[config.mk]
export PLATFORM = sky130hd
export DESIGN_NAME = pbf_div
export DESIGN_NICKNAME = d
export VERILOG_FILES = /design/src/rtl/pbf_density_and_lambda_core_macros.svh /design/src/rtl/pbf_div.sv
export SDC_FILE = /design/constraint.sdc
export NUM_CORES = 1
export LEC_CHECK = 0
export BUFFER_PORTS_ARGS = -buffer_cell sky130_fd_sc_hd__clkbuf_2
export CAP_MARGIN = 30
export CORE_UTILIZATION = 55
export DETAILED_ROUTE_END_ITERATION = 6
export GPL_ROUTABILITY_DRIVEN = 0
export PLACE_DENSITY = 0.83
export SETUP_SLACK_MARGIN = 0.5
export SLEW_MARGIN = 20
export SYNTH_ARGS = -nofsm -noshare
export SYNTH_HDL_FRONTEND = slang
export SYNTH_SLANG_ARGS = --single-unit
[constraint.sdc]
create_clock -name clk -period 5.69 [get_ports clk]
set_clock_uncertainty 0.1 [all_clocks]
set_input_delay 0.2845 -clock clk [delete_from_list [all_inputs] [get_ports clk]]
set_output_delay 0.2845 -clock clk [all_outputs]
set_load 0.01 [all_outputs]
[src/rtl/pbf_density_and_lambda_core_macros.svh]
// Assertion macros shared by the fluid density core.
`ifndef PBF_DENSITY_AND_LAMBDA_CORE_MACROS_SVH
`define PBF_DENSITY_AND_LAMBDA_CORE_MACROS_SVH

// Same-cycle implication, sampled on clk, off during reset.
`define PBF_ASSERT_NOW(lbl, ante, cons, msg) \
  lbl: assert property (@(posedge clk) disable iff (!rst_n) (ante) |-> (cons)) else $error(msg);

// Next-cycle implication, sampled on clk, off during reset.
`define PBF_ASSERT_NEXT(lbl, ante, cons, msg) \
  lbl: assert property (@(posedge clk) disable iff (!rst_n) (ante) |=> (cons)) else $error(msg);

`endif

[src/rtl/pbf_div.sv]
// ----------------------------------------------------------------------------
// pbf_div
// Restoring 64-by-64 unsigned divider, one quotient bit per cycle.
// ----------------------------------------------------------------------------
module pbf_div (
  input  logic        clk,
  input  logic        rst_n,
  input  logic        start,
  input  logic [63:0] num,
  input  logic [63:0] den,
  output logic        done,
  output logic [63:0] quot
);

  logic [64:0] rem_r;
  logic [63:0] q_r, den_r;
  logic [5:0]  cnt_r;
  logic        busy_r, done_r;
  logic [64:0] rem_sh;
  logic        fit;

  assign rem_sh = {rem_r[63:0], q_r[63]};
  assign fit    = rem_sh >= {1'b0, den_r};

  always_ff @(posedge clk) begin
    if (!rst_n) begin
      busy_r <= 1'b0;
      done_r <= 1'b0;
      cnt_r  <= 6'd0;
    end else begin
      done_r <= 1'b0;
      if (start) begin
        busy_r <= 1'b1;
        rem_r  <= 65'd0;
        q_r    <= num;
        den_r  <= den;
        cnt_r  <= 6'd0;
      end else if (busy_r) begin
        // Shift in the next dividend bit, subtract when it fits
        rem_r <= fit ? (rem_sh - {1'b0, den_r}) : rem_sh;
        q_r   <= {q_r[62:0], fit};
        cnt_r <= cnt_r + 6'd1;
        if (cnt_r == 6'd63) begin
          busy_r <= 1'b0;
          done_r <= 1'b1;
        end
      end
    end
  end

  assign done = done_r;
  assign quot = q_r;

endmodule
; Word level (Yosys, flattened, before mapping)
; Index checks and enable logic that the tools add are counted.
[word_totals]
register_bits = 200
in_bits = 131
out_inout_bits = 65
word_cells = 25
[classes]
addsub = 2
n_lt_le_gt_ge = 1
eq_ne = 1
muxes = 8
bitwise = 2
reduce_logical = 5
[ops]
columns = cell, count
row1 = 64-bit 2-to-1 mux, 4
row2 = 65-bit by 64-bit greater-or-equal comparator with 1-bit output, 1
row3 = 64-bit subtractor, 1
row4 = "6-bit by 1-bit adder with 6-bit output, second input constant", 1
row5 = "6-bit == test, second input constant", 1
row6 = 1-bit 2-to-1 mux, 4
row7 = 2-bit AND reduction, 2
row8 = 3-bit OR reduction, 1
row9 = 1-bit inverter, 2
row10 = 2-bit nonzero test, 1
row11 = 2-bit OR reduction, 1

; Longest topological paths before layout
[depth]
ltp_word = 4
mapped_depth = 15
depth_no_buf = 13

; Worst setup path before layout
; OpenSTA, ideal clock, no wires.
[synth_timing]
kind = input to register
startpoint = input start
endpoint = register q_r[0], in the netlist quot[0] (enable)
setup_time_ns = 0.499
arrival_time_ns = 3.547
required_time_ns = 5.091
slack_ns = 1.544
stages = 3
n_path_buf = 2
cell_sequence = clkbuf_1 buf_4 o21a_1
[synth_via]
elab_chain_len = 2
[synth_lines]
columns = element, line_no
row1 = start: declaration, pbf_div.sv:8  ; input logic start,
row2 = 2-bit nonzero test (no source line), -
row3 = 2-bit AND reduction (no source line), -
row4 = end signal: assignment, pbf_div.sv:35  ; q_r <= num;
row5 = end signal: assignment, pbf_div.sv:41  ; q_r <= {q_r[62:0], fit};
row6 = end: declaration, pbf_div.sv:16  ; logic [63:0] q_r, den_r;
; Every way passes these cells.
; A chain may end at the register's enable or synchronous reset.

; Worst setup path in the final report
[layout_timing]
startpoint = register q_r[63], in the netlist quot[63]
endpoint = register rem_r[48] (data pin)
[layout_via]
elab_chain_len = 3
elab_cells_between_ends = 4
cone_classes = 1 x add/sub / 1 x order compare / 2 x mux
[layout_lines]
columns = element, line_no
row1 = 64-bit subtractor or 65-bit by 64-bit greater-or-equal comparator with 1-bit output (tied branches), "pbf_div.sv:40, pbf_div.sv:23"
row2 = 64-bit 2-to-1 mux *, pbf_div.sv:40  ; rem_r <= fit ? (rem_sh - {1'b0, den_r}) : rem_sh;
row3 = 64-bit 2-to-1 mux *, pbf_div.sv:38  ; end else if (busy_r) begin
row4 = end signal: assignment, pbf_div.sv:40
row5 = end: declaration, pbf_div.sv:15  ; logic [64:0] rem_r;
; Mark *: on every way between the ends. The rest lies on a longest branch, timed or not. The select of a mux whose other input is x is not followed.

==> results.toml <==
[timing]
report.final.slew_viol_count = 0
finalSetupViolCount = 0
fin_crit_sh = 0.676
worst_slew_pin_slew_ps = 900
slew_headroom = 0.400
finalHoldViolations = 0
setup_tns_ps = 0
grt_setup_unrepaired = "false"
postLayoutSetupSlackWorst_ps = 1840
maximum_clock_rate_mhz = 260
whs_ps = 29.5
min_period_ps = 3850

[global_routing]
first_global_vias = 9538
grt_pass1_wl_mm = 46.9
grt_max_degree = 70
groute.usage.overall = 0.271
gr-total-overflow = 0
grt_antenna_before_repair = 2

[floorplanning]
die-area_sq_um = 22300
io-pin-count = 196
rows = 53
placeableCoreArea_sq_um = 21200
initial_utilization = 0.566
die_w_um = 149
chipHeight_um = 149

[synthesis]
seq_area_frac_synth = 0.495
synth_enable_flop_cells = 192
ys_seq_elements = 200
synth_nets = 1328
syn_area_per_cell_sq_um = 10.6
synthesis.area_sq_um = 12000
synth.lib_cells_used.distinct = 76
ys_async_sr_fraction = 0
syn_inst = 1131
postSynth.topFlopCell = "sky130_fd_sc_hd__edfxtp_1"
synth.yosys.warnings = 0

[status]
status = "completed"

[clocking]
clockBufferDepth = 2
cts_inserted_buffers = 17
htree_num_levels = 4
cts.clk_slew.worst_paths_ps = 90
post-cts-setup-buffer-count = 0
clock_sink_count = 200
cts_hold_repair.buffers = 64
clkLatencyLatePin_ps = 450
ctsResizeCount = 0
cts_tree = "done"
clk_root_buffer_cell = "sky130_fd_sc_hd__clkbuf_16"

[critical_path]
worst-path-buf-inv = 1
worst-endpoint-arrival_ps = 4070
critical_path.max_stage_delay_ps = 480
r2r-end = "rem_r[48]$_SDFFCE_PP0P_"
worst-r2r-cell-count = 13
cp-start-kind = "register"
path_class = "register to register"
cp_data_required_time_ps = 5910
worst_path_dominant_cell_family = "compound AO/OA/AOI/OAI gates"
worst_r2r_startpoint = "quot[63]$_DFFE_PP_"
worst-r2r-setup-slack_ps = 1840
cp-end-kind = "register"
cp_common_cell = "sky130_fd_sc_hd__o21ai_1"
critical-path-slowest-cell = "sky130_fd_sc_hd__o31ai_4"
critPathMaxFanout = 6
critical_path.cell_chain = "inv_1 > ha_1 > fa_1 > nor2b_1 > o21ai_1 > a21oi_1 > o21ai_1 > o31ai_4 > a31oi_4 > o21ai_0 > nor2_1 > o41ai_1 > and2_1"

[flow_run]
cap_violations = 0

[power_and_ir_drop]
power_leakage_nw = 6.00
power.density_nw_per_um2 = 300
vdd_ir_drop_max_mv = 0.189
power_mw = 4.31

[finish]
area_delta_synth_final_pct = 20.1
drive_gt1_frac = 0.237
instances_no_fill = 1655
total_number_of_nets_in_the_final_design = 1563

[route]
detailedRoute.firstPassIterationCount = 5
drc_errors = 0
wire_per_inst_um = 17.9
post_drt_via_cell_ratio = 5.79
vias = 9580
routed_wirelength_mm = 29.6
final_antenna_net_count = 0
detail_route.iter0.violations = 613

[hold_path]
min_delay_path_depth = 2
timing.hold.worst.class = "primary input to register"
hold_path_sink = "quot[43]$_DFFE_PP_"
hold_path.startpoint = "num[43]"

[place]
placement.io_buffers = 195
place_inst = 1558
pre_cts_ws_ps = 1930
dp.final_hpwl_mm = 20.6
## metrics by stage
stage                util  instance area [sq um]
floorplan               -                  12000
global placement    0.620                  13100
detailed placement  0.620                  13100
CTS                 0.679                  14400
global route        0.679                  14400
finish              0.679                  14400
## Yosys cell counts (all sizes together), types with 13 or more instances
master / count / area [sq um]
a21oi: 117 / 593
xnor2: 31 / 272
o21bai: 13 / 97.6
mux2: 63 / 709
xor2: 31 / 272
edfxtp: 192 / 5770
ha: 65 / 813
nand4: 20 / 131
buf: 20 / 123
nor2: 119 / 447
a211oi: 16 / 140
clkbuf: 31 / 120
nand3: 22 / 110
o21ai: 59 / 299
nand2: 87 / 329
a21o: 28 / 210
inv: 78 / 293
## worst max-delay path by stage
stage	from	endpoint	slack, ps	depth (start not counted)
finish	quot[63]$_DFFE_PP_	rem_r[48]$_SDFFCE_PP0P_	1840	13
global route	quot[63]$_DFFE_PP_	rem_r[48]$_SDFFCE_PP0P_	1470	13
CTS	quot[63]$_DFFE_PP_	rem_r[48]$_SDFFCE_PP0P_	1900	13
detailed placement	quot[63]$_DFFE_PP_	rem_r[48]$_SDFFCE_PP0P_	1930	13
global placement	rem_r[26]$_SDFFCE_PP0P_	rem_r[37]$_SDFFCE_PP0P_	1920	11
floorplan	start	quot[0]$_DFFE_PP_	1540	3
## cell families (layout without fill, tap and decap cells)
| group | Yosys count | in the layout | synth area share |
|---|---|---|---|
| AOI/OAI and AO/OA | 288 | 288 | 0.155 |
| xor gates and xnor gates | 62 | 62 | 0.0454 |
| adders and majority gates | 66 | 66 | 0.0696 |
| buffers and inverters | 129 | 376 | 0.0448 |
| DFF | 200 | 200 | 0.495 |
| muxes | 74 | 74 | 0.0685 |
| other | 0 | 2 | 0 |
| and+or+nand+nor | 312 | 312 | 0.121 |
## sequential cells by signal, indices dropped and copies added, names as in the netlist
register,count
den_r,64
rem_r,64
done,1
quot,64
busy_r,1
cnt_r,6
## layer usage
layer | track usage | share of wire | vias to the layer above
met5 | 0 | 0 | -
li1 | - | - | 4586
met4 | 0.0964 | 0.024 | 0
met1 | 0.322 | 0.41 | 4566
met2 | 0.476 | 0.50 | 372
met3 | 0.0640 | 0.067 | 56
## where the power goes
part	switching (mW)	total, mW	internal, mW
logic	0.726	1.24	0.515
registers	0.0597	1.83	1.77
clock network	0.639	1.24	0.596
total	1.42	4.31	2.88
## layout make-up
class	instances	area [sq um]
antenna	2	5.00
clock buffer	17	425
clock inverter	14	180
fill	1587	6780
inverter	78	293
multi-input combinational	802	5510
sequential	200	5930
tap	275	344
timing repair buffer	267	1690
## cells in the final DEF, fill, tap and decap left out, types with 47 or more instances in the layout
cell                              n
sky130_fd_sc_hd__nor2_1         119
sky130_fd_sc_hd__ha_1            65
sky130_fd_sc_hd__clkbuf_2       194
sky130_fd_sc_hd__edfxtp_1       192
sky130_fd_sc_hd__a21oi_1        115
sky130_fd_sc_hd__inv_1           78
sky130_fd_sc_hd__dlygate4sd3_1   64
sky130_fd_sc_hd__o21ai_0         47
sky130_fd_sc_hd__mux2_2          63
sky130_fd_sc_hd__nand2_1         86
Note: power is estimated with default switching activity, not from simulation.
