==> src/rtl/pbf_density_and_lambda_core_macros.svh <==
// Assertion macros shared by the fluid density core.
`ifndef PBF_DENSITY_AND_LAMBDA_CORE_MACROS_SVH
`define PBF_DENSITY_AND_LAMBDA_CORE_MACROS_SVH

// Same-cycle implication, sampled on clk, off during reset.
`define PBF_ASSERT_NOW(lbl, ante, cons, msg) \
  lbl: assert property (@(posedge clk) disable iff (!rst_n) (ante) |-> (cons)) else $error(msg);

// Next-cycle implication, sampled on clk, off during reset.
`define PBF_ASSERT_NEXT(lbl, ante, cons, msg) \
  lbl: assert property (@(posedge clk) disable iff (!rst_n) (ante) |=> (cons)) else $error(msg);

`endif

==> src/rtl/pbf_pkg.sv <==
// ----------------------------------------------------------------------------
// pbf_pkg
// Types, constants and saturation helpers for the fluid density core.
// ----------------------------------------------------------------------------
package pbf_pkg;

  typedef struct packed {
    logic signed [31:0] offset_x;
    logic signed [31:0] offset_y;
    logic signed [31:0] offset_z;
    logic               neighbor_valid;
    logic               last_neighbor;
  } in_item_t;

  typedef struct packed {
    logic signed [31:0] density;
    logic signed [31:0] lambda_value;
  } out_item_t;

  // Request to the shared multiplier
  typedef struct packed {
    logic               start;
    logic               raw;   // return the plain low 64 product bits
    logic               sh30;  // shift by 30 instead of 16
    logic signed [63:0] a;
    logic signed [63:0] b;
  } mul_req_t;

  typedef enum logic [2:0] {
    CFG_RADIUS = 3'd0,
    CFG_POLY6  = 3'd1,
    CFG_SPIKY  = 3'd2,
    CFG_INVRHO = 3'd3,
    CFG_SELF   = 3'd4
  } cfg_idx_t;

  typedef enum logic [4:0] {
    ST_IDLE, ST_RX, ST_RY, ST_RZ, ST_SQRT, ST_HH, ST_T1, ST_T2, ST_T3,
    ST_G1, ST_G2, ST_Q, ST_M, ST_S, ST_C, ST_F, ST_II, ST_DN, ST_DIV, ST_OUT
  } seq_state_t;

  localparam logic [31:0]        R_MIN     = 32'd16777;
  localparam logic signed [63:0] Q_ONE     = 64'sd65536;
  localparam logic [63:0]        EPS_Q     = 64'd327680;
  localparam logic [63:0]        MAG_CLAMP = 64'h4000_0000_0000_0000;
  localparam logic signed [63:0] S48_MAX   = 64'sd140737488355327;
  localparam logic signed [63:0] S48_MIN   = -64'sd140737488355328;
  localparam logic signed [63:0] S32_MAX   = 64'sd2147483647;
  localparam logic signed [63:0] S32_MIN   = -64'sd2147483648;

  function automatic logic signed [47:0] sat48(input logic signed [63:0] v);
    logic signed [47:0] r;
    if (v > S48_MAX) r = S48_MAX[47:0];
    else if (v < S48_MIN) r = S48_MIN[47:0];
    else r = v[47:0];
    return r;
  endfunction

  function automatic logic signed [31:0] sat32(input logic signed [63:0] v);
    logic signed [31:0] r;
    if (v > S32_MAX) r = S32_MAX[31:0];
    else if (v < S32_MIN) r = S32_MIN[31:0];
    else r = v[31:0];
    return r;
  endfunction

  function automatic logic [63:0] mag64(input logic signed [63:0] v);
    logic [63:0] r;
    r = v[63] ? 64'(-v) : 64'(v);
    return r;
  endfunction

  function automatic logic signed [63:0] sx48(input logic signed [47:0] v);
    logic signed [63:0] r;
    r = {{16{v[47]}}, v};
    return r;
  endfunction

  function automatic logic signed [63:0] sx32(input logic signed [31:0] v);
    logic signed [63:0] r;
    r = {{32{v[31]}}, v};
    return r;
  endfunction

endpackage

==> src/rtl/pbf_mul.sv <==
// ----------------------------------------------------------------------------
// pbf_mul
// Shared 64x64 magnitude multiplier: four 32x32 partial products, one per cycle,
// then shift by 16 or 30, clamp at 2^62 and restore the sign; raw mode returns the low 64 bits.
// ----------------------------------------------------------------------------
module pbf_mul (
  input  logic               clk,
  input  logic               rst_n,
  input  pbf_pkg::mul_req_t  req,
  output logic               busy,
  output logic               done,
  output logic signed [63:0] result
);

  logic [63:0]        ua_r, ub_r;
  logic               neg_r, raw_r, sh30_r;
  logic [127:0]       acc_r;
  logic [2:0]         cnt_r;
  logic               busy_r, done_r;
  logic signed [63:0] res_r;

  logic [31:0]  op_a, op_b;
  logic [63:0]  pp;
  logic [127:0] pp_al;
  logic [127:0] shv;
  logic         ovf;
  logic [63:0]  magv;

  // Pick the partial product for this cycle
  always_comb begin
    case (cnt_r)
      3'd0: begin op_a = ua_r[31:0];  op_b = ub_r[31:0];  end
      3'd1: begin op_a = ua_r[31:0];  op_b = ub_r[63:32]; end
      3'd2: begin op_a = ua_r[63:32]; op_b = ub_r[31:0];  end
      default: begin op_a = ua_r[63:32]; op_b = ub_r[63:32]; end
    endcase
    pp = op_a * op_b;
    case (cnt_r)
      3'd0: pp_al = {64'd0, pp};
      3'd1, 3'd2: pp_al = {32'd0, pp, 32'd0};
      default: pp_al = {pp, 64'd0};
    endcase
  end

  // Shift, clamp and sign the final product
  always_comb begin
    shv  = sh30_r ? (acc_r >> 30) : (acc_r >> 16);
    ovf  = (|shv[127:63]) || (shv[62] && (|shv[61:0]));
    magv = ovf ? pbf_pkg::MAG_CLAMP : shv[63:0];
  end

  always_ff @(posedge clk) begin
    if (!rst_n) begin
      busy_r <= 1'b0;
      done_r <= 1'b0;
      cnt_r  <= 3'd0;
    end else begin
      done_r <= 1'b0;
      if (req.start) begin
        busy_r <= 1'b1;
        cnt_r  <= 3'd0;
        acc_r  <= 128'd0;
        ua_r   <= pbf_pkg::mag64(req.a);
        ub_r   <= pbf_pkg::mag64(req.b);
        neg_r  <= req.a[63] ^ req.b[63];
        raw_r  <= req.raw;
        sh30_r <= req.sh30;
      end else if (busy_r) begin
        if (cnt_r == 3'd4) begin
          busy_r <= 1'b0;
          done_r <= 1'b1;
          if (raw_r) res_r <= acc_r[63:0];
          else res_r <= neg_r ? -$signed(magv) : $signed(magv);
        end else begin
          acc_r <= acc_r + pp_al;
          cnt_r <= cnt_r + 3'd1;
        end
      end
    end
  end

  assign busy   = busy_r;
  assign done   = done_r;
  assign result = res_r;

endmodule

==> config.mk <==
export PLATFORM = sky130hd
export DESIGN_NAME = pbf_mul
export DESIGN_NICKNAME = d
export VERILOG_FILES = /design/src/rtl/pbf_density_and_lambda_core_macros.svh /design/src/rtl/pbf_pkg.sv /design/src/rtl/pbf_mul.sv
export SDC_FILE = /design/constraint.sdc
export NUM_CORES = 2
export LEC_CHECK = 0
export BUFFER_PORTS_ARGS = -buffer_cell sky130_fd_sc_hd__buf_2
export CORE_MARGIN = 8
export CORE_UTILIZATION = 60
export CTS_BUF_LIST = sky130_fd_sc_hd__clkbuf_8
export DETAILED_ROUTE_END_ITERATION = 10
export PLACE_DENSITY = 0.74
export SETUP_SLACK_MARGIN = 0.4
export SLEW_MARGIN = 0
export SYNTH_ARGS = -nofsm -noshare
export SYNTH_HDL_FRONTEND = slang
export SYNTH_SLANG_ARGS = --single-unit
==> constraint.sdc <==
create_clock -name clk -period 17.65 [get_ports clk]
set_clock_uncertainty 0.2 [all_clocks]
set_input_delay 3.53 -clock clk [delete_from_list [all_inputs] [get_ports clk]]
set_output_delay 3.53 -clock clk [all_outputs]
set_load 0.005 [all_outputs]
; ---- Yosys cells after proc, flatten, opt, wreduce, memory -nomap -nowiden
; Index checks and enable logic that the tools add are counted.
; W data, S select, Z words.
[op_classes]
add_sub_neg = 5
multipliers = 1
div = 0
magnitude_cmp = 0
n_eq_ne = 4
shifts = 0
mux = 15
bitwise = 5
reduce_logical = 15
[op_table]
columns = operator, count
row1 = $mux W128, 2
row2 = $pmux W128 S2, 1
row3 = $mux W64, 3
row4 = $neg A64 Y64, 3
row5 = $add A128 B128 Y128, 1
row6 = $mux W63, 2
row7 = $mux W112, 1
row8 = $reduce_or A65 Y1, 1
row9 = $mul A32 B32 Y64, 1
row10 = $mux W32, 2
row11 = $reduce_or A62 Y1, 1
row12 = $reduce_or A2 Y1, 4
row13 = $mux W1, 4
row14 = $not A1 Y1, 4
row15 = $reduce_and A2 Y1, 2
row16 = $reduce_and A4 Y1, 1
row17 = $add A3 B1 Y3 const B, 1
row18 = $eq A3 B1 Y1 const B, 1
row19 = $eq A3 B2 Y1 const B, 1
row20 = $eq A3 B3 Y1 const B, 1
row21 = $logic_not A3 Y1, 1
row22 = $reduce_and A3 Y1, 1
row23 = $reduce_or A3 Y1, 1
row24 = $ne A2 B2 Y1 const B, 1
row25 = other kinds (4), 4
[totals]
regBits = 328
latch_bits = 0
mem_bits_rw = 0
mem_bits_ro = 0
out_inout_bits = 66
wordCells = 57
n_memories = 0

; ---- Logic depth before layout (Yosys ltp)
[depth]
word_depth = 8
ltp_mapped = 52
ltp_nobuf = 47

; ---- Worst setup path before layout
; OpenSTA, ideal clock, no wires.
[synth_timing]
path_type = flip-flop to flip-flop
start = reg cnt_r[0]
end = reg acc_r[125] (data pin)
setup_time_ns = 0.270
t_arrival_ns = 12.275
required_ns = 17.180
setup_slack_ns = 4.906
stages_incl_launch_ff = 48
n_path_buf = 4
path_cell_list = dfxtp_1 -> inv_1 -> ha_1 -> o21bai_1 -> clkbuf_1 -> clkbuf_1 -> buf_1 -> mux2i_1 -> nor2_1 -> fa_1 -> fa_1 -> fa_1 -> inv_1 -> fa_1 -> inv_1 -> fa_1 -> fa_1 -> fa_1 -> [... 12 more ...] -> o31ai_1 -> nand2_1 -> o41ai_1 -> xnor2_1 -> o22ai_1 -> ha_1 -> nand2_1 -> nor3_1 -> nand3_1 -> or4_1 -> nor4_1 -> a21oi_1 -> o311ai_0 -> nand3_1 -> nor2b_1 -> nor4_1 -> o21a_1 -> nor3_1
[synth_between]
elab_chain_cells = 8
elab_cells_between_ends = 13
[synth_rtl]
columns = element, line_no
row1 = from (decl), pbf_mul.sv:18  ; logic [2:0] cnt_r;
row2 = from (signal assigned), pbf_mul.sv:76  ; cnt_r <= cnt_r + 3'd1;
row3 = $eq A3 B1 Y1 (tied with other cells), "pbf_mul.sv:31, pbf_mul.sv:38"
row4 = $reduce_or A2 Y1 (no source line), --
row5 = $mux W32, pbf_mul.sv:31  ; case (cnt_r)
row6 = $mul A32 B32 Y64, pbf_mul.sv:37  ; pp = op_a * op_b;
row7 = $pmux W128 S2 *, pbf_mul.sv:38  ; case (cnt_r)
row8 = $add A128 B128 Y128 *, pbf_mul.sv:75  ; acc_r <= acc_r + pp_al;
row9 = $mux W128 *, pbf_mul.sv:69  ; if (cnt_r == 3'd4) begin
row10 = $mux W128 *, pbf_mul.sv:68  ; end else if (busy_r) begin
row11 = to (signal assigned), pbf_mul.sv:75
row12 = to (decl), pbf_mul.sv:17  ; logic [127:0] acc_r;
; Mark *: on every way between the ends. The rest lies on a longest branch, timed or not. The select of a mux whose other input is x is not followed.
; A chain may end at the register's enable or synchronous reset.

; ---- Final worst setup path
; Same ends and word-level chain as after synthesis.

==> flow_summary_export.csv <==
group,metric,value,unit
status,outcome,"complete, no violations",
die,dieHeight,327,um
critical_path,r2r_setup_slack,1820,ps
yosys,synth_warnings,0,
timing,setup_violations,0,
global_routing,grt_pass1_vias,50687,
timing,final.period_utilization,89.7,%
critical_path,path_class,"reg2reg",
die,fp.dieW,327,um
cts,cts_made_buffers,67,
cts,numClockSinks,328,
drt,drc_errors,0,
yosys,async_flop_share,0,%
placement,port-buffer-count,198,
cts,clkLatencyLatePin,730,ps
drt,dr.first_iter.drc_count,6481,
cts,cts_tree,"built",
critical_path,critPathCaptureType,"register",
drt,first_pass_iters,7,
critical_path,slowest_stage,"o21bai_4",
run,maxCapViolCount,0,
cts,cts.reportedPaths.clkPinSlew,60,ps
global_routing,grtUsageTotal,37.3,%
yosys,synth_fp_nets,8010,
yosys,seq_area_frac_synth,16.9,%
global_routing,grt_overflow,0,
drt,vias,50603,
drt,detail-route-antenna-nets,0,
die,core,96300,um2
drt,vias_per_cell,6.37,
critical_path,cp.arrival,16060,ps
critical_path,cp_max_fo,20,
cts,cts_setup_buffers,0,
global_routing,grt_max_degree,101,
timing,finalMaxSlewViolations,0,
global_routing,antenna_found_initial,9,
die,ioPinCount,199,
finish,fin_util,64.0,%
drt,wl_per_cell,25.5,um
yosys,synth_edf_count,323,
yosys,synth_area,58100,um2
finish,drive_gt1_share,8.03,%
yosys,yosysMostFrequentCell,"nor2_1",
critical_path,crit_required,17880,ps
critical_path,crit_top_cell,"fa_1",
timing,hold_viol,0,
yosys,synthDominantCellAreaShare,30.9,%
timing,fmax,63.2,MHz
worst_hold_path,min_to,"cnt_r[0]",
drt,wl,203,mm
yosys,syn_area_per_cell,8.83,um2
yosys,synth_largest_area_cell,"fa_1",
critical_path,r2r-end,"acc_r[125]",
yosys,synth_ff_type,"edfxtp_1",
finish,fillers,8151,
yosys,synthTopCellsByArea,"fa_1 (31%), edfxtp_1 (17%), ha_1 (8.5%)",
cts,clock_path_buffers,3,
global_routing,grt_pass1_wl,306,mm
finish,fin_nets,8044,
cts,post_cts_resized,0,
yosys,syn_inst,6583,
finish,design_area,61600,um2
placement,place.gp.congestion,1.04,
timing,tns,0,ps
critical_path,slowest_delay,820,ps
timing,maxSlewHeadroom,10.3,%
timing,rsz0062_at_grt,"false",
timing,hold_ws,395,ps
critical_path,reg2reg_depth,42,
yosys,ys_seq_elements,328,
critical_path,cp-start-kind,"register",
cts,hold_buffers,0,
timing,period_minus_slack,15830,ps
yosys,synthTopCellsByCount,"nor2_1 (973), inv_1 (922), fa_1 (897)",
worst_hold_path,hp-class,"reg2reg",
finish,area_delta_synth_final,6.07,%
critical_path,reg2reg_from,"cnt_r[0]",
worst_hold_path,holdCritStartpoint,"cnt_r[0]",
cts,h-tree-depth,3,
die,die_area,107000,um2
yosys,synth_cell_types,78,
die,rows,114,
timing,worst_slew_pin_slew,1340,ps
placement,dpl.hpwl,159,mm
die,start_util,60.4,%
worst_hold_path,min_path_cells,2,
placement,place_area,60400,um2
cts,cts_root_buf,"clkbuf_8",
layer usage:
layer	up-vias	GRT usage [%]	wire (um)
li1	21586	-	-
met1	24913	48.9	75500
met2	3317	54.4	85500
met3	775	14.4	29500
met4	12	17.9	11900
met5	-	0.136	77
state kept, by name, indices dropped and copies added, names as in the netlist:
name    cells
acc_r     128
busy        1
cnt_r       3
done        1
neg_r       1
raw_r       1
result     64
sh30_r      1
ua_r       64
ub_r       64
worst max-delay path: cells and delay by family, from the launching register on:
family | cells | cell delay, ps
buf+inv | 5 | 1090
compound gates | 11 | 4740
fa+ha+maj | 11 | 5260
flops | 1 | 400
simple gates | 13 | 2720
mux | 1 | 710
xor+xnor | 1 | 410
layout by cell type, fill, tap and decap left out, types with 25 or more instances in the layout:
master    count
a21o_1       76
a21oi_1     305
a22o_1       26
a31oi_1      25
and2_1       26
buf_2       197
buf_4        87
clkbuf_8     67
edfxtp_1    323
fa_1        897
ha_1        397
inv_1       935
mux2_2       80
mux2i_1      73
mux2i_2      34
nand2_1     698
nand2b_1     36
nand3_1      52
nand4_1      76
nor2_1      972
nor2b_1      38
nor3_1       64
o21ai_0     268
o21bai_1     50
o22ai_1      64
o31ai_1      65
o41ai_1      25
or3_1        48
or4_1        30
xnor2_1     243
xor2_1      105
through the flow:
stage | std cells | setup WS [ps]
finish | 7945 | 1820
global route | 7942 | 1260
CTS | 7941 | 2290
detailed placement | 7824 | 2330
global placement | 7824 | 2590
floorplan | 6583 | 4910
worst max path at each step:
| stage | start | slack (ps) | to | depth (start not counted) |
|---|---|---|---|---|
| after floorplan | cnt_r[0] | 4910 | acc_r[125] | 47 |
| after global placement | cnt_r[0] | 2590 | acc_r[125] | 42 |
| after detailed placement | cnt_r[0] | 2330 | acc_r[125] | 42 |
| after CTS | cnt_r[0] | 2290 | acc_r[125] | 42 |
| after global routing | cnt_r[0] | 1260 | acc_r[125] | 42 |
| final | cnt_r[0] | 1820 | acc_r[125] | 42 |
area by class of cell:
cell class / count / area (um2) / share of cell area, %
Clock inverter: 50 / 292 / 0.473
Sequential cell: 328 / 9800 / 15.9
Tap cell: 1276 / 1600 / 2.59
Antenna cell: 4 / 10.0 / 0.0162
Clock buffer: 67 / 922 / 1.50
Multi-Input combinational cell: 5013 / 43900 / 71.3
Inverter: 923 / 3460 / 5.62
Timing Repair Buffer: 284 / 1640 / 2.66
cell families after synthesis:
logic type                 Yosys count  synth area share (%)
and+or+nand+nor                   2141                  15.8
adders and majority gates         1294                  39.4
buffers and inverters             1242                  8.05
AOI/OAI and AO/OA                 1033                  11.0
xor gates and xnor gates           349                  5.28
DFF                                328                  16.9
muxes                              196                  3.55
Power is not shown: default switching activity piles up to over one toggle a cycle in this logic, so the estimate is an artifact.
