--- config.mk ---
export PLATFORM = sky130hd
export DESIGN_NAME = pbf_sqrt
export DESIGN_NICKNAME = d
export VERILOG_FILES = /design/src/rtl/pbf_density_and_lambda_core_macros.svh /design/src/rtl/pbf_sqrt.sv
export SDC_FILE = /design/constraint.sdc
export NUM_CORES = 1
export LEC_CHECK = 0
export ABC_AREA = 1
export BUFFER_PORTS_ARGS = -buffer_cell sky130_fd_sc_hd__buf_2
export CORE_MARGIN = 10
export CORE_UTILIZATION = 40
export CTS_CLUSTER_SIZE = 16
export DETAILED_ROUTE_END_ITERATION = 16
export SYNTH_ARGS = -nofsm -noshare
export SYNTH_HDL_FRONTEND = slang
export SYNTH_SLANG_ARGS = --single-unit
--- constraint.sdc ---
create_clock -name clk -period 12.35 [get_ports clk]
set_clock_uncertainty 0.05 [all_clocks]
set_input_delay 2.47 -clock clk [delete_from_list [all_inputs] [get_ports clk]]
set_output_delay 2.47 -clock clk [all_outputs]
set_load 0.01 [all_outputs]
--- src/rtl/pbf_density_and_lambda_core_macros.svh ---
// Assertion macros shared by the fluid density core.
`ifndef PBF_DENSITY_AND_LAMBDA_CORE_MACROS_SVH
`define PBF_DENSITY_AND_LAMBDA_CORE_MACROS_SVH

// Same-cycle implication, sampled on clk, off during reset.
`define PBF_ASSERT_NOW(lbl, ante, cons, msg) \
  lbl: assert property (@(posedge clk) disable iff (!rst_n) (ante) |-> (cons)) else $error(msg);

// Next-cycle implication, sampled on clk, off during reset.
`define PBF_ASSERT_NEXT(lbl, ante, cons, msg) \
  lbl: assert property (@(posedge clk) disable iff (!rst_n) (ante) |=> (cons)) else $error(msg);

`endif

--- src/rtl/pbf_sqrt.sv ---
// ----------------------------------------------------------------------------
// pbf_sqrt
// Bit-pair integer square root of a 64-bit value, one step per cycle.
// ----------------------------------------------------------------------------
module pbf_sqrt (
  input  logic        clk,
  input  logic        rst_n,
  input  logic        start,
  input  logic [63:0] radicand,
  output logic        done,
  output logic [31:0] root
);

  logic [63:0] n_r, res_r, bit_r;
  logic        busy_r, done_r;
  logic [63:0] trial;

  assign trial = res_r + bit_r;

  always_ff @(posedge clk) begin
    if (!rst_n) begin
      busy_r <= 1'b0;
      done_r <= 1'b0;
    end else begin
      done_r <= 1'b0;
      if (start) begin
        busy_r <= 1'b1;
        n_r    <= radicand;
        res_r  <= 64'd0;
        bit_r  <= 64'h4000_0000_0000_0000;
      end else if (busy_r) begin
        // One result bit per step
        if (n_r >= trial) begin
          n_r   <= n_r - trial;
          res_r <= (res_r >> 1) + bit_r;
        end else begin
          res_r <= res_r >> 1;
        end
        bit_r <= bit_r >> 2;
        if (bit_r[0]) begin
          busy_r <= 1'b0;
          done_r <= 1'b1;
        end
      end
    end
  end

  assign done = done_r;
  assign root = res_r[31:0];

endmodule

Yosys cells after proc, flatten, opt, wreduce, memory -nomap -nowiden
Index checks and enable logic that the tools add are counted.

cells by class
  multiply operators = 0
  equal/unequal tests = 0
  reduce and logical (&&, ||, !) cells = 5
  $add $sub $neg = 3
  order comparisons = 1
  bitwise gates (word level) = 2
  div/mod/pow operators = 0
  multiplexer cells = 10
  shift operators = 0

operators by type and width
  kind                number
  $mux W64            5
  $add A63 B63 Y64    1
  $add A64 B63 Y64    1
  $ge A64 B64 Y1      1
  $sub A64 B64 Y64    1
  $mux W63            1
  $mux W1             4
  $reduce_bool A2 Y1  2
  $reduce_and A3 Y1   1
  $reduce_or A3 Y1    1
  $not A1 Y1          2
  $reduce_and A2 Y1   1

storage, ports and cells
  word-level logic and storage cells = 26
  RAM bits = 0
  output and inout bits = 33
  memories = 0
  memory bits (read-only) = 0
  latch bits = 0
  bits in registers = 162
  input bits = 67

Longest topological paths before layout
Gate-level depths: netlist of run 1.

  depth after elaboration = 5
  gate-level depth with buffers = 29
  mapped depth without buffers = 28

Worst setup path after synthesis of run 1
OpenSTA, ideal clock, no wires.

  kind = in2reg
  start = input start
  end = register n_r[0] (enable)
  buffers on the path = 1
  data arrival time = 9.542 ns
  stages = 5
  setup time = 0.418 ns
  slack = 2.340 ns
  cells stage by stage = clkbuf_1 > inv_2 > a21oi_1 > o21ai_0 > inv_1

on the way
  longest elaborated chain between the ends = 2
  elaborated cells on any way between the ends = 3
  classes of those cells = 3 x reduce/logical

ends and longest elaborated chain
  what                             line            RTL
  start, declared                  pbf_sqrt.sv:8   input logic start,
  $reduce_bool A2 Y1 (no line)     --
  $reduce_and A3 Y1 (no line) (*)  --
  end signal, assigned             pbf_sqrt.sv:28  n_r <= radicand;
  end signal, assigned             pbf_sqrt.sv:34  n_r <= n_r - trial;
  end, declared                    pbf_sqrt.sv:14  logic [63:0] n_r, res_r, bit_r;

Every way passes the cells marked *; elsewhere a longest branch is shown, timed or not.
A chain may end at the register's enable or synchronous reset.

Worst setup path in the final report of run 1
  start = register res_r[10]
  end = register n_r[46] (enable)

on the way
  longest elaborated chain between the ends = 4

ends and longest elaborated chain
  what                          line            RTL
  start, declared               pbf_sqrt.sv:14
  start signal, assigned        pbf_sqrt.sv:35  res_r <= (res_r >> 1) + bit_r;
  start signal, assigned        pbf_sqrt.sv:37  res_r <= res_r >> 1;
  $add A64 B63 Y64              pbf_sqrt.sv:18  assign trial = res_r + bit_r;
  $ge A64 B64 Y1                pbf_sqrt.sv:33  if (n_r >= trial) begin
  $reduce_bool A2 Y1 (no line)  --
  $reduce_and A3 Y1 (no line)   --

No other way between the ends.

==> impl_metrics.py, run 1 <==
metrics = {
    "grt": {
        "grt_max_degree": 75,
        "grt_pass1_wl_um": 112000,
        "overflow": 0,
        "grt_usage_pct": 24.0,
        "grt_pass1_vias": 20600,
        "antenna_found_initial": 0,
    },
    "floorplanning": {
        "initial_core_util_pct": 40.5,
        "fp.dieH_um": 246,
        "die_area_um2": 60300,
        "dieWidth_um": 246,
        "fp-row-count": 82,
        "ios": 100,
        "coreArea_um2": 50300,
    },
    "timing": {
        "maxSlewHeadroom_pct": 33.9,
        "grt_setup_unrepaired": "false",
        "worstMarginPinSlew_ns": 0.989,
        "drv_slew": 0,
        "tns_ns": 0,
        "hold_violations": 0,
        "holdWs_ns": 0.501,
        "min_period_ns": 5.77,
        "max_freq_ghz": 0.173,
        "layout_worst_path_cycle_share_pct": 46.8,
        "setup_viol_count_final": 0,
    },
    "finish": {
        "syn_to_final_growth_pct": 7.65,
        "nets": 3738,
        "final_common_cell": "nand2_1",
        "antenna_cells": 0,
        "most-common-layout-cells": "1404 x nand2_1, 581 x inv_1, 340 x nor2_1, 221 x nand3_1, 160 x edfxtp_1",
        "drive_gt1_share_pct": 5.24,
    },
    "logic_synthesis": {
        "syn_area_um2": 20400,
        "syn_avg_cell_area_um2": 5.83,
        "synth-seq-cells": 162,
        "yosys_warnings": 0,
        "synth_ff_type": "edfxtp_1",
        "synth.yosys.seq_area_share_pct": 23.8,
        "synth_nets": 3687,
        "synth_edf_count": 160,
        "syn_inst": 3489,
        "synth_cell_types": 45,
        "synthArstFlopShare_pct": 0,
    },
    "power_and_ir_drop": {
        "pwr_density_cell_nw_per_um2": 132,
        "pwr-share-seq_pct": 27.6,
        "p_int_mw": 1.50,
        "switching_share_pct": 47.9,
        "power_frac_clock_pct": 20.4,
        "vdd_drop_max_v": 0.000116,
        "p_switching_mw": 1.38,
        "combPwrFrac_pct": 52.0,
        "static-leakage-power_nw": 11.4,
    },
    "clock_tree": {
        "clk_pin_slew_ns": 0.08,
        "cts_inserted_buffers": 17,
        "tritoncts": "done",
        "cts_resized": 0,
        "cts_hold_buf": 0,
        "cts.repair_timing.setup_buffer_count": 0,
        "cts.sinks": 162,
        "insertion_delay_ns": 0.51,
        "clockBufferDepth": 2,
        "htreeDepth": 4,
        "root_buffer": "clkbuf_16",
    },
    "placement": {
        "place.gp.congestion": 0.981,
        "hpwl_um": 60000,
        "io_buffer_count": 99,
    },
    "critical_path": {
        "reg2reg_to": "n_r[46]",
        "endpoint": "n_r[46]",
        "critPathCaptureType": "register",
        "critPathLaunch": "res_r[10]",
        "startpoint_type": "register",
        "worst_r2r_path_depth": 22,
        "cp_max_fo": 36,
        "crit_type": "reg -> reg",
        "arrival_ns": 5.87,
        "timing.rr.start": "res_r[10]",
        "required_ns": 12.44,
        "rrSetupSlack_ns": 6.58,
    },
    "drt": {
        "via_count": 21600,
        "routed_wl_um": 72800,
        "drc": 0,
        "drtIter0Drc": 1512,
        "drtAntennaViolNets": 0,
        "routed_via_density": 5.12,
        "wl_per_cell_um": 17.2,
        "firstDrtPassIters": 7,
    },
    "min_path": {
        "hold_class": "reg -> reg",
    },
    "run_status": {
        "status": "finished clean",
    },
    "run": {
        "drv_cap": 0,
    },
}
## flip-flops by register name, summed over array words and instances (netlist names)
register / cells
n_r: 64
busy_r: 1
res_r: 64
bit_r: 32
done: 1
## layout make-up
cell class / instances / area, um2
tap: 672 / 841
multi-input combinational: 2669 / 12900
inverter: 585 / 2200
sequential: 162 / 4840
clock inverter: 15 / 188
fill: 5653 / 28400
clock buffer: 17 / 425
timing repair buffer: 105 / 543
## synth_stat cells, types with 2 or more instances
cell type  number  area, um2
buf_2           9       45.0
a21oi_1       142        711
nand3b_1       23        173
nand4_1        24        150
or2_2          10       62.6
nor2_1        340       1280
buf_4          32        240
nor3_1         33        165
nor3_2          2       20.0
o21a_1          8       60.1
nor3b_1         2       15.0
o21ai_1         7       35.0
inv_2           3       11.3
xnor2_1        58        508
buf_6           6       67.6
nor4_1         12       75.1
buf_1           6       22.5
nand3_1       221       1110
nand2_1      1404       5270
o21bai_1       17        128
and2_1         11       68.8
edfxtp_1      160       4800
nand2_2        18        113
a21o_1          5       37.5
inv_1         582       2180
clkbuf_1       20       75.1
xor2_1         46        403
nor2_2          8       50.1
ha_1          130       1630
nor2_4          2       22.5
o21ai_0       133        666
dfxtp_1         2       40.0
## cell families after synthesis
family / synth area share [%]
simple gates: 42.3
buf+inv: 13.0
compound gates: 8.33
flops: 23.8
fa+ha+maj: 8.09
xor+xnor: 4.47
## worst min-delay path by stage
| stage | from | endpoint | slack, ns | cells after the start |
|---|---|---|---|---|
| after global placement | busy_r | done | 0.49 | 2 |
| after global routing | busy_r | done | 0.53 | 2 |
| after floorplan | busy_r | done | 0.37 | 2 |
| after CTS | busy_r | done | 0.51 | 2 |
| final | busy_r | done | 0.50 | 2 |
| after detailed placement | busy_r | done | 0.50 | 2 |
## power groups by stage
stage,clock network [mW],registers [mW],logic (mW)
floorplan,0,0.760,1.12
global route,0.615,0.805,1.70
finish,0.589,0.798,1.50
global placement,0,0.804,1.47
CTS,0.601,0.794,1.49
detailed placement,0,0.804,1.48
## layer usage
layer	track usage (%)	wire length (um)	vias up
met2	39.7	33300	659
met1	30.7	32400	9838
li1	-	-	11000
met4	11.4	3110	0
met3	2.78	3990	152
met5	0	0	-
## worst max-delay path, cell delays in order (launching register included)
cell	delay, ns
edfxtp_1	0.55
ha_1	0.43
nand2_1	0.12
o21ai_1	0.28
nand2_1	0.11
nand2_1	0.11
nor2_1	0.07
o21ai_0	0.63
nand3_1	0.20
nand3b_1	0.13
nand2_1	0.06
ha_1	0.36
nand2_1	0.11
nor2_2	0.15
inv_1	0.06
nor2_1	0.15
nand2_1	0.12
nor3_2	0.14
nand2_2	0.10
nand2_2	0.15
o21ai_0	0.12
inv_2	0.57
buf_4	0.55
## metrics by stage
step	cell area (um2)	total power, mW	setup slack, ns	util, %	cells
floorplan	20400	1.88	2.34	-	3489
detailed placement	21300	2.28	6.59	42.4	4193
CTS	21900	2.88	6.63	43.6	4225
global placement	21300	2.27	6.61	42.4	4193
global route	21900	3.12	6.23	43.6	4225
finish	21900	2.89	6.58	43.6	4225
Power figures use the tool's default switching activity.
==> inputs of run 2 (changes only) <==
==> constraint.sdc (replaced) <==
create_clock -name clk -period 5.6 [get_ports clk]
set_clock_uncertainty 0.05 [all_clocks]
set_input_delay 1.12 -clock clk [delete_from_list [all_inputs] [get_ports clk]]
set_output_delay 1.12 -clock clk [all_outputs]
set_load 0.01 [all_outputs]
==> impl_metrics.py, run 2 (synthesized netlist as in run 1, its figures left out) <==
metrics = {
    "drt": {
        "maxUsedRoutingLayer": "met4",
        "drtAntennaViolNets": 0,
        "met1_length_um": 33500,
        "firstDrtPassIters": 7,
        "wl_met3_um": 4350,
        "drc": 0,
        "routed_via_density": 5.09,
        "drtIter0Drc": 1614,
        "routed_wl_um": 75500,
        "met2_wirelength_um": 34200,
        "wl_per_cell_um": 17.8,
        "via_count": 21600,
    },
    "floorplanning": {
        "initial_core_util_pct": 40.5,
        "fp-row-count": 82,
        "fp.dieH_um": 246,
        "die_area_um2": 60300,
        "dieWidth_um": 246,
        "coreArea_um2": 50300,
        "ios": 100,
    },
    "power_and_ir_drop": {
        "pwr_density_cell_nw_per_um2": 287,
        "vdd_drop_max_v": 0.000272,
        "static-leakage-power_nw": 11.5,
    },
    "clock_tree": {
        "cts.sinks": 162,
        "cts_hold_buf": 0,
        "root_buffer": "clkbuf_16",
        "clockBufferDepth": 2,
        "clk_pin_slew_ns": 0.08,
        "cts.repair_timing.setup_buffer_count": 0,
        "cts_resized": 0,
        "insertion_delay_ns": 0.53,
        "cts_inserted_buffers": 17,
        "htreeDepth": 4,
        "tritoncts": "done",
    },
    "finish": {
        "final_common_cell": "nand2_1",
        "antenna_cells": 0,
        "nFillCells": 5608,
        "drive_gt1_share_pct": 5.52,
        "nets": 3751,
        "stdcell_count": 4238,
        "syn_to_final_growth_pct": 8.08,
        "top_regs": "n_r: 64 flops, res_r: 64 flops, bit_r: 32 flops",
        "most-common-layout-cells": "1404 x nand2_1, 581 x inv_1, 340 x nor2_1, 221 x nand3_1, 160 x edfxtp_1",
    },
    "timing": {
        "tns_ns": 0,
        "layout_worst_path_cycle_share_pct": 91.0,
        "worstMarginPinSlew_ns": 0.687,
        "drv_slew": 0,
        "max_freq_ghz": 0.196,
        "min_period_ns": 5.09,
        "maxSlewHeadroom_pct": 53.7,
        "grt_setup_unrepaired": "false",
        "hold_violations": 0,
        "setup_viol_count_final": 0,
    },
    "placement": {
        "place.gp.congestion": 0.960,
        "dp_cells": 4206,
        "hpwl_um": 63100,
        "io_buffer_count": 99,
    },
    "critical_path": {
        "cp_max_fo": 14,
        "path_delay_family": "compound AO/OA/AOI/OAI gates",
        "worstPathCellList": "ha_1 > nand2_1 > o21ai_0 > nand2_1 > o21ai_0 > a21oi_1 > o21ai_0 > buf_4 > xnor2_1 > ha_1 > nand2_1 > nor2_1 > nand2_1 > nor2_2 > nand4_1 > nand3_2 > nand2_2 > a21oi_4 > buf_4 > nand2_1 > nand2_1",
        "cp.depth": 21,
        "startpoint_type": "register",
        "crit_path_max_incr_delay_ns": 0.57,
        "critPathCaptureType": "register",
        "crit_slowest_cell": "edfxtp_1",
        "rrSetupSlack_ns": 0.51,
        "required_ns": 5.93,
        "arrival_ns": 5.43,
        "cp_common_cell": "nand2_1",
        "worst_r2r_path_depth": 21,
        "crit_type": "reg -> reg",
        "crit_buf_inv": 2,
    },
    "grt": {
        "antenna_found_initial": 0,
        "grt_usage_pct": 24.8,
        "overflow": 0,
        "grt_max_degree": 98,
        "grt_pass1_wl_um": 115000,
        "grt_pass1_vias": 20700,
    },
    "min_path": {
        "min_path_cells": 2,
        "hold_class": "reg -> reg",
    },
    "run_status": {
        "status": "finished clean",
    },
    "run": {
        "drv_cap": 0,
    },
}
[run 2: cell types whose count changed in the layout (fill, tap and decap cells not counted), sizes merged]
cell | previous run | this run
bufinv | 2 | 0
buf | 105 | 118
clkbuf | 17 | 19
clkinvlp | 2 | 1
clkinv | 2 | 4
inv | 594 | 593
[run 2: tightest hold or removal path: stages (launching register included)]
cell	delay (ns)
dfxtp_1	0.30
inv_1	0.11
nor4_1	0.07
[run 2: layer usage]
| metal | track usage [%] | up-vias |
|---|---|---|
| li1 | - | 11000 |
| met1 | 32.0 | 9689 |
| met2 | 40.5 | 678 |
| met3 | 3.05 | 150 |
| met4 | 12.2 | 0 |
| met5 | 0 | - |
[run 2: cell type report]
cell class,count,area [um2],share of cell area (%)
Clock buffer,19,433,1.97
Clock inverter,13,120,0.546
Inverter,585,2200,9.98
Multi-Input combinational cell,2669,12900,58.5
Sequential cell,162,4840,22.0
Tap cell,672,841,3.82
Timing Repair Buffer,118,691,3.14
[run 2: final timing paths]
kind | startpoint | to
max | res_r[22] | res_r[46]
min | busy_r | done
max reg2reg | res_r[22] | res_r[46]
min reg2reg | busy_r | done
[run 2: where the power goes]
group	leakage (nW)	internal (mW)	switching (mW)	total, mW
sequential	1.55	1.55	0.200	1.75
combinational	9.65	1.11	2.26	3.37
clock	0.272	0.583	0.610	1.19
total	11.5	3.25	3.08	6.32
[run 2: stage by stage]
| step | util (%) | power, mW | setup WS (ns) | cell area, um2 | hold WS (ns) |
|---|---|---|---|---|---|
| 6_report | 43.8 | 6.32 | 0.505 | 22000 | 0.465 |
| 5_1_grt | 43.8 | 6.82 | 0.146 | 22000 | 0.493 |
| 4_1_cts | 43.8 | 6.30 | 0.638 | 22000 | 0.464 |
| 3_5_place_dp | 42.7 | 5.09 | 0.679 | 21400 | 0.452 |
| 3_3_place_gp | 42.7 | 5.08 | 0.708 | 21400 | 0.448 |
| 2_1_floorplan | - | 4.13 | 0.338 | 20400 | 0.431 |
